<file path="src/hw/rtl/pstb_pkg.sv">
// ----------------------------------------------------------------------------
// Priority software timer bank package
// Sizes, action codes and the types shared by the timer bank modules.
// ----------------------------------------------------------------------------
`default_nettype none

package pstb_pkg;

    localparam int NUM_CHANNELS     = 7;
    localparam int COUNT_WIDTH      = 16;
    localparam int TIMEOUT_WIDTH    = 16;
    localparam int NUM_TIMEOUT_REGS = 7;
    localparam int CMP_WIDTH        = (COUNT_WIDTH > TIMEOUT_WIDTH) ? COUNT_WIDTH
                                                                    : TIMEOUT_WIDTH;
    localparam int ACTION_WIDTH     = 2;
    localparam int CHANNEL_WIDTH    = 3;
    localparam int CFG_INDEX_WIDTH  = 3;

    localparam logic [ACTION_WIDTH-1:0] ACT_TICK     = 2'd0;
    localparam logic [ACTION_WIDTH-1:0] ACT_START    = 2'd1;
    localparam logic [ACTION_WIDTH-1:0] ACT_STOP     = 2'd2;
    localparam logic [ACTION_WIDTH-1:0] ACT_STOP_ALL = 2'd3;

    typedef struct packed {
        logic [ACTION_WIDTH-1:0]  action;
        logic [CHANNEL_WIDTH-1:0] channel;
        logic                     auto_restart;
        logic                     check_expiry;
    } pstb_cmd_t;

    typedef struct packed {
        logic                     fired;
        logic [CHANNEL_WIDTH-1:0] fired_channel;
    } pstb_res_t;

endpackage

`default_nettype wire

</file>
<file path="src/hw/rtl/pstb_core.sv">
// ----------------------------------------------------------------------------
// Timer bank core
// Holds the channel counters, flags and timeouts, and applies one command.
// ----------------------------------------------------------------------------
`default_nettype none

module pstb_core
    import pstb_pkg::*;
(
    input  wire logic                       clk,
    input  wire logic                       rst_n,
    input  wire logic                       cfg_write,
    input  wire logic [CFG_INDEX_WIDTH-1:0] cfg_index,
    input  wire logic [TIMEOUT_WIDTH-1:0]   cfg_data,
    input  wire logic                       cmd_valid,
    input  wire pstb_cmd_t                  cmd,
    output pstb_res_t                       res
);

    logic [COUNT_WIDTH-1:0]   count_reg   [NUM_CHANNELS];
    logic [COUNT_WIDTH-1:0]   count_next  [NUM_CHANNELS];
    logic [COUNT_WIDTH-1:0]   count_inc   [NUM_CHANNELS];
    logic [TIMEOUT_WIDTH-1:0] timeout_reg [NUM_CHANNELS];
    logic [NUM_CHANNELS-1:0]  running_reg;
    logic [NUM_CHANNELS-1:0]  running_next;
    logic [NUM_CHANNELS-1:0]  restart_reg;
    logic [NUM_CHANNELS-1:0]  restart_next;
    logic                     any_started_reg;
    logic                     any_started_next;
    logic [NUM_CHANNELS-1:0]  hit;
    logic                     tick_go;
    logic                     fire;
    logic [CHANNEL_WIDTH-1:0] sel;

    assign tick_go = (cmd.action == ACT_TICK) && any_started_reg;

    always_comb
    begin
        for (int i = 0; i < NUM_CHANNELS; i++)
        begin
            if (running_reg[i] && (count_reg[i] != {COUNT_WIDTH{1'b1}}))
            begin
                count_inc[i] = count_reg[i] + 1'b1;
            end
            else
            begin
                count_inc[i] = count_reg[i];
            end
            hit[i] = tick_go && cmd.check_expiry && running_reg[i] &&
                     (CMP_WIDTH'(count_inc[i]) >= CMP_WIDTH'(timeout_reg[i]));
        end
    end

    always_comb
    begin
        fire = 1'b0;
        sel  = '0;
        for (int i = NUM_CHANNELS - 1; i >= 0; i--)
        begin
            if (hit[i])
            begin
                fire = 1'b1;
                sel  = CHANNEL_WIDTH'(i);
            end
        end
    end

    assign res.fired         = fire;
    assign res.fired_channel = sel;

    always_comb
    begin
        count_next       = count_reg;
        running_next     = running_reg;
        restart_next     = restart_reg;
        any_started_next = any_started_reg;
        case (cmd.action)
            ACT_TICK:
            begin
                if (any_started_reg)
                begin
                    for (int i = 0; i < NUM_CHANNELS; i++)
                    begin
                        count_next[i] = count_inc[i];
                        if (fire && (int'(sel) == i))
                        begin
                            count_next[i] = '0;
                            if (!restart_reg[i])
                            begin
                                running_next[i] = 1'b0;
                            end
                        end
                    end
                end
            end
            ACT_START:
            begin
                any_started_next = 1'b1;
                for (int i = 0; i < NUM_CHANNELS; i++)
                begin
                    if (int'(cmd.channel) == i)
                    begin
                        count_next[i]   = '0;
                        running_next[i] = 1'b1;
                        restart_next[i] = cmd.auto_restart;
                    end
                end
            end
            ACT_STOP:
            begin
                for (int i = 0; i < NUM_CHANNELS; i++)
                begin
                    if (int'(cmd.channel) == i)
                    begin
                        count_next[i]   = '0;
                        running_next[i] = 1'b0;
                    end
                end
            end
            default:
            begin
                any_started_next = 1'b0;
                running_next     = '0;
                for (int i = 0; i < NUM_CHANNELS; i++)
                begin
                    count_next[i] = '0;
                end
            end
        endcase
    end

    always_ff @(posedge clk or negedge rst_n)
    begin
        if (!rst_n)
        begin
            for (int i = 0; i < NUM_CHANNELS; i++)
            begin
                count_reg[i] <= '0;
            end
            running_reg     <= '0;
            restart_reg     <= '0;
            any_started_reg <= 1'b0;
        end
        else if (cmd_valid)
        begin
            count_reg       <= count_next;
            running_reg     <= running_next;
            restart_reg     <= restart_next;
            any_started_reg <= any_started_next;
        end
    end

    always_ff @(posedge clk or negedge rst_n)
    begin
        if (!rst_n)
        begin
            for (int i = 0; i < NUM_CHANNELS; i++)
            begin
                timeout_reg[i] <= '0;
            end
        end
        else if (cfg_write)
        begin
            for (int i = 0; i < NUM_CHANNELS; i++)
            begin
                if ((i < NUM_TIMEOUT_REGS) && (int'(cfg_index) == i))
                begin
                    timeout_reg[i] <= cfg_data;
                end
            end
        end
    end

endmodule

`default_nettype wire

</file>
<file path="src/hw/rtl/priority_software_timer_bank_top.sv">
// ----------------------------------------------------------------------------
// Priority software timer bank
// Command stream in, one expiry report out for every command.
// ----------------------------------------------------------------------------
// The input stream carries commands: tuser holds the action (tick, start
// channel, stop channel, stop all) and tdata the channel, restart and check
// bits. Every accepted command yields exactly one output transaction whose
// tuser says whether a channel fired and whose tdata holds its index.
// A tick advances all running counters, which saturate, and with checking on
// the lowest-numbered channel that reached its timeout fires and then
// restarts or stops.
// Timeouts are written through the configuration channel, which is always
// ready; write them only while no command is in flight.
// A command passes through one input register, then the channel update and
// priority pick feed the result register. One command is taken every cycle
// while the output is drained.
// When the receiver stalls, the result register holds and the input register
// takes one more command before the input side stops.
// Reset stops every channel, clears all counters and timeouts, and empties
// both registers.
// ----------------------------------------------------------------------------
`default_nettype none

module priority_software_timer_bank_top
    import pstb_pkg::*;
(
    input  wire logic                       clk,
    input  wire logic                       rst_n,
    input  wire logic                       s_tvalid,
    output      logic                       s_tready,
    input  wire logic [7:0]                 s_tdata,   // channel, auto_restart, check_expiry
    input  wire logic [ACTION_WIDTH-1:0]    s_tuser,   // action
    output      logic                       m_tvalid,
    input  wire logic                       m_tready,
    output      logic [7:0]                 m_tdata,   // fired_channel
    output      logic [0:0]                 m_tuser,   // fired
    input  wire logic                       cfg_valid,
    output      logic                       cfg_ready,
    input  wire logic [CFG_INDEX_WIDTH-1:0] cfg_index,
    input  wire logic [TIMEOUT_WIDTH-1:0]   cfg_data
);

    logic      in_valid_reg;
    pstb_cmd_t in_cmd_reg;
    logic      out_valid_reg;
    pstb_res_t out_res_reg;
    pstb_res_t core_res;
    logic      proc_go;

    assign proc_go   = in_valid_reg && (!out_valid_reg || m_tready);
    assign s_tready  = !in_valid_reg || proc_go;
    assign cfg_ready = 1'b1;

    always_ff @(posedge clk or negedge rst_n)
    begin
        if (!rst_n)
        begin
            in_valid_reg <= 1'b0;
        end
        else if (s_tvalid && s_tready)
        begin
            in_valid_reg <= 1'b1;
        end
        else if (proc_go)
        begin
            in_valid_reg <= 1'b0;
        end
    end

    always_ff @(posedge clk)
    begin
        if (s_tvalid && s_tready)
        begin
            in_cmd_reg.action       <= s_tuser;
            in_cmd_reg.channel      <= s_tdata[CHANNEL_WIDTH-1:0];
            in_cmd_reg.auto_restart <= s_tdata[CHANNEL_WIDTH];
            in_cmd_reg.check_expiry <= s_tdata[CHANNEL_WIDTH+1];
        end
    end

    pstb_core u_core (
        .clk       (clk),
        .rst_n     (rst_n),
        .cfg_write (cfg_valid && cfg_ready),
        .cfg_index (cfg_index),
        .cfg_data  (cfg_data),
        .cmd_valid (proc_go),
        .cmd       (in_cmd_reg),
        .res       (core_res)
    );

    always_ff @(posedge clk or negedge rst_n)
    begin
        if (!rst_n)
        begin
            out_valid_reg <= 1'b0;
        end
        else if (proc_go)
        begin
            out_valid_reg <= 1'b1;
        end
        else if (m_tready)
        begin
            out_valid_reg <= 1'b0;
        end
    end

    always_ff @(posedge clk)
    begin
        if (proc_go)
        begin
            out_res_reg <= core_res;
        end
    end

    assign m_tvalid = out_valid_reg;
    assign m_tdata  = 8'(out_res_reg.fired_channel);
    assign m_tuser  = out_res_reg.fired;

endmodule

`default_nettype wire

</file>
<file path="config.mk">
export PLATFORM = sky130hd
export DESIGN_NAME = priority_software_timer_bank_top
export DESIGN_NICKNAME = d
export VERILOG_FILES = /design/src/hw/rtl/pstb_pkg.sv /design/src/hw/rtl/pstb_core.sv /design/src/hw/rtl/priority_software_timer_bank_top.sv
export SDC_FILE = /design/constraint.sdc
export NUM_CORES = 1
export LEC_CHECK = 0
export ABC_AREA = 1
export ABC_CLOCK_PERIOD_IN_PS = 4500
export BUFFER_PORTS_ARGS = -buffer_cell sky130_fd_sc_hd__buf_4
export CORE_ASPECT_RATIO = 1.2
export CORE_MARGIN = 2
export CORE_UTILIZATION = 35
export CTS_CLUSTER_DIAMETER = 200
export DETAILED_ROUTE_END_ITERATION = 8
export MAX_ROUTING_LAYER = met4
export PLACE_DENSITY = 0.49
export SKIP_LAST_GASP = 1
export SYNTH_ARGS = -nofsm -noshare
export SYNTH_HDL_FRONTEND = slang
export SYNTH_SLANG_ARGS = --single-unit
</file>
<file path="constraint.sdc">
create_clock -name clk -period 4.5 [get_ports clk]
set_input_delay 0.9 -clock clk [delete_from_list [all_inputs] [get_ports clk]]
set_output_delay 0.9 -clock clk [all_outputs]
set_load 0.05 [all_outputs]
</file>
==> flow_summary.ini <==
[hold_path]
hold_class = in -> async

[synth]
ys_types = 44
synth_edf_count = 11
synthesis.instances = 1972
synth_flop_cell = dfrtp_1
ys_ff_latch = 252
synth_common_cells = 430 x nand2_1, 378 x inv_1, 241 x dfrtp_1
yosys_warnings = 0
yosysMostFrequentCell = nand2_1
synth_area_um2 = 15500
syn_area_per_cell_um2 = 7.84
seq_area_frac_synth_pct = 41.1
synth_area_leaders = dfrtp_1 39%, nand2_1 10%, ha_1 9.9%, inv_1 9.2%, xor2_1 5.4%
yosysTopAreaCell = dfrtp_1
synthArstFlopShare_pct = 95.6
netlist.area_leader.share_pct = 39.0

[worst_setup_path]
end_kind = register
worstRegToRegCells = 21
cp_num_buf_inv = 3
rrSetupSlack_ns = 0.42
cp-start-kind = register
cp_top_family = simple AND/OR/NAND/NOR gates
required_ns = 4.97
arrival_ns = 4.54
cpMaxStageDelayCell = nand3_1
worstPathCellList = ha_1 > inv_1 > nor3_1 > nand3_1 > and2_1 > nand2_2 > nor2_2 > nand2_1 > nor2_2 > nand4_1 > xor2_1 > inv_1 > ha_1 > nand2_1 > o21ai_0 > a21oi_1 > nand3_1 > nand2_4 > buf_4 > nand3_1 > o22ai_1
r2r_end = u_core.count_reg[98]
cp_max_fo = 14
path_class = reg -> reg
cpMostUsedCell = nand3_1
r2r_start = u_core.count_reg[97]
cp_slowest_stage_delay_ns = 0.46

[floorplanning]
die_w_um = 196
dieArea_um2 = 45900
rows = 84
ioPinCount = 46
core_um2 = 43700
start_util_pct = 35.4
die_h_um = 234

[clocking]
cts_made_buffers = 30
holdBufCountCts = 0
h-tree-depth = 1
clk_latency_ns = 0.57
cts_tree = yes
clk_pin_slew_ns = 0.06
cts_root_buf = clkbuf_16
clock-sinks = 252
clockBufferDepth = 3

[placed_design]
portBuffers = 36
dp_hpwl_mm = 29.1
place.gp.congestion = 0.832
placed_area_um2 = 16400

[pwr]
finalPower_mw = 6.84
total_leakage_power_nw = 9.00
p_comb_share_pct = 19.8
p_switching_mw = 2.07
seq_power_share_pct = 40.2
power_density_nw_per_um2 = 389
peakVddDrop_v = 0.000252
clockPowerShare_pct = 40.0
switching_share_pct = 30.3
p_int_mw = 4.77

[sta]
setup_viol = 0
max_freq_mhz = 245
skew_ns = 0.0134
timing.final.crit_share_pct = 90.6
worstMarginPinSlew_ns = 1.04
finalHoldViolations = 0
slew_headroom_pct = 30.5
fin_hold_ws_ns = 0.304
slew_viol_final = 0
period_minus_slack_ns = 4.08

[route]
avgRoutedWirePerCell_um = 15.3
routed_wl_mm = 39.8
drc = 0
vias = 12400
drt-vias-per-instance = 4.79
ant_nets = 0
dr.pass1.iters = 5
drt_iter0_markers = 549

[layout]
diodes = 0
area_growth_pct = 13.7
final_area_um2 = 17600
nNetsFinal = 2172
drive_gt1_share_pct = 8.68

[outcome]
status = finished, final reports clean

[global_route]
grt_max_degree = 98
grt_pass1_vias = 12400
grt_first_pass_wirelength_mm = 65.2
grt_util_all_layers_pct = 18.5
grt_overflow = 0
antenna_found_initial = 2

[flow_run]
maxCapViolations = 0
## cell families (layout without fill, tap and decap cells)
logic type	Yosys count	after routing	share of synthesized area [%]
simple gates	737	737	21.0
compound gates	323	323	11.4
buf+inv	438	502	11.0
other cells	2	6	0.0486
xor+xnor	98	98	5.60
flops	252	252	41.1
fa+ha+maj	122	122	9.87
## cell type report
cell class | count | area [um^2]
clock buffer | 45 | 950
clock inverter | 11 | 189
fill | 4504 | 26100
inverter | 392 | 1470
multi-input combinational | 1286 | 7460
sequential | 252 | 6360
tap | 559 | 699
timing repair buffer | 54 | 450
## cell usage in the layout, fill, tap and decap left out, types with 9 or more instances in the layout
master	instances
clkbuf_8	10
nand2_2	11
clkbuf_16	32
ha_1	122
o22ai_1	53
o21ai_0	160
nand4_1	33
edfxtp_1	11
inv_1	378
nor4_1	11
o21ai_1	20
buf_4	50
inv_2	12
nor3_2	9
nor3_1	39
nor2_1	93
nand2_1	427
xor2_1	95
dfrtp_1	241
nand3_1	85
a21oi_1	70
nor2_2	11
## power groups by stage
stage	Sequential, mW	Clock, mW	Combinational [mW]
finish	2.75	2.74	1.35
global route	2.79	2.91	1.60
CTS	2.75	2.83	1.38
detailed placement	2.79	0	1.37
global placement	2.78	0	1.34
floorplan	2.75	0	0.958
## per-stage QoR
| step | setup slack, ns | utilization [%] | TNS [ns] | instances |
|---|---|---|---|---|
| floorplan | 1.10 | - | 0 | 1976 |
| global placement | 0.287 | 37.5 | 0 | 2542 |
| detailed placement | 0.223 | 37.5 | 0 | 2542 |
| CTS | 0.173 | 40.1 | 0 | 2598 |
| global route | -0.0169 | 40.2 | -0.0169 | 2599 |
| finish | 0.424 | 40.2 | 0 | 2599 |
## worst max-delay path by stage
| stage | startpoint | cells past startpoint | endpoint | slack (ns) |
|---|---|---|---|---|
| after floorplan | u_core.count_reg[96] | 27 | u_core.count_reg[64] | 1.10 |
| after global placement | u_core.count_reg[32] | 28 | u_core.count_reg[57] | 0.29 |
| after detailed placement | u_core.count_reg[16] | 26 | u_core.count_reg[35] | 0.22 |
| after CTS | u_core.count_reg[16] | 26 | u_core.count_reg[34] | 0.17 |
| after global routing | u_core.count_reg[32] | 29 | u_core.count_reg[49] | -0.02 |
| final | u_core.count_reg[97] | 21 | u_core.count_reg[98] | 0.42 |
## layer usage
layer / share of wire [%] / routed length (um) / GRT usage (%)
met4: 2.5 / 979 / 5.26
met5: 0 / 0 / -
met2: 47 / 18700 / 31.1
met3: 3.9 / 1550 / 2.39
met1: 47 / 18500 / 23.4
## worst register-to-register path, delay by kind of cell, from the launching register on
| family | cells | cell delay, ns |
|---|---|---|
| and+or+nand+nor | 12 | 1.95 |
| DFF | 1 | 0.40 |
| xor gates and xnor gates | 1 | 0.20 |
| AOI/OAI and AO/OA | 3 | 0.57 |
| buffers and inverters | 3 | 0.37 |
| adders and majority gates | 2 | 0.50 |
## repair_timing
action / CTS / global route
buffers inserted: 0 / 1
setup endpoints to repair: 0 / 54
resized for setup: 0 / 10
No activity file was read; power rests on OpenSTA's default activity.
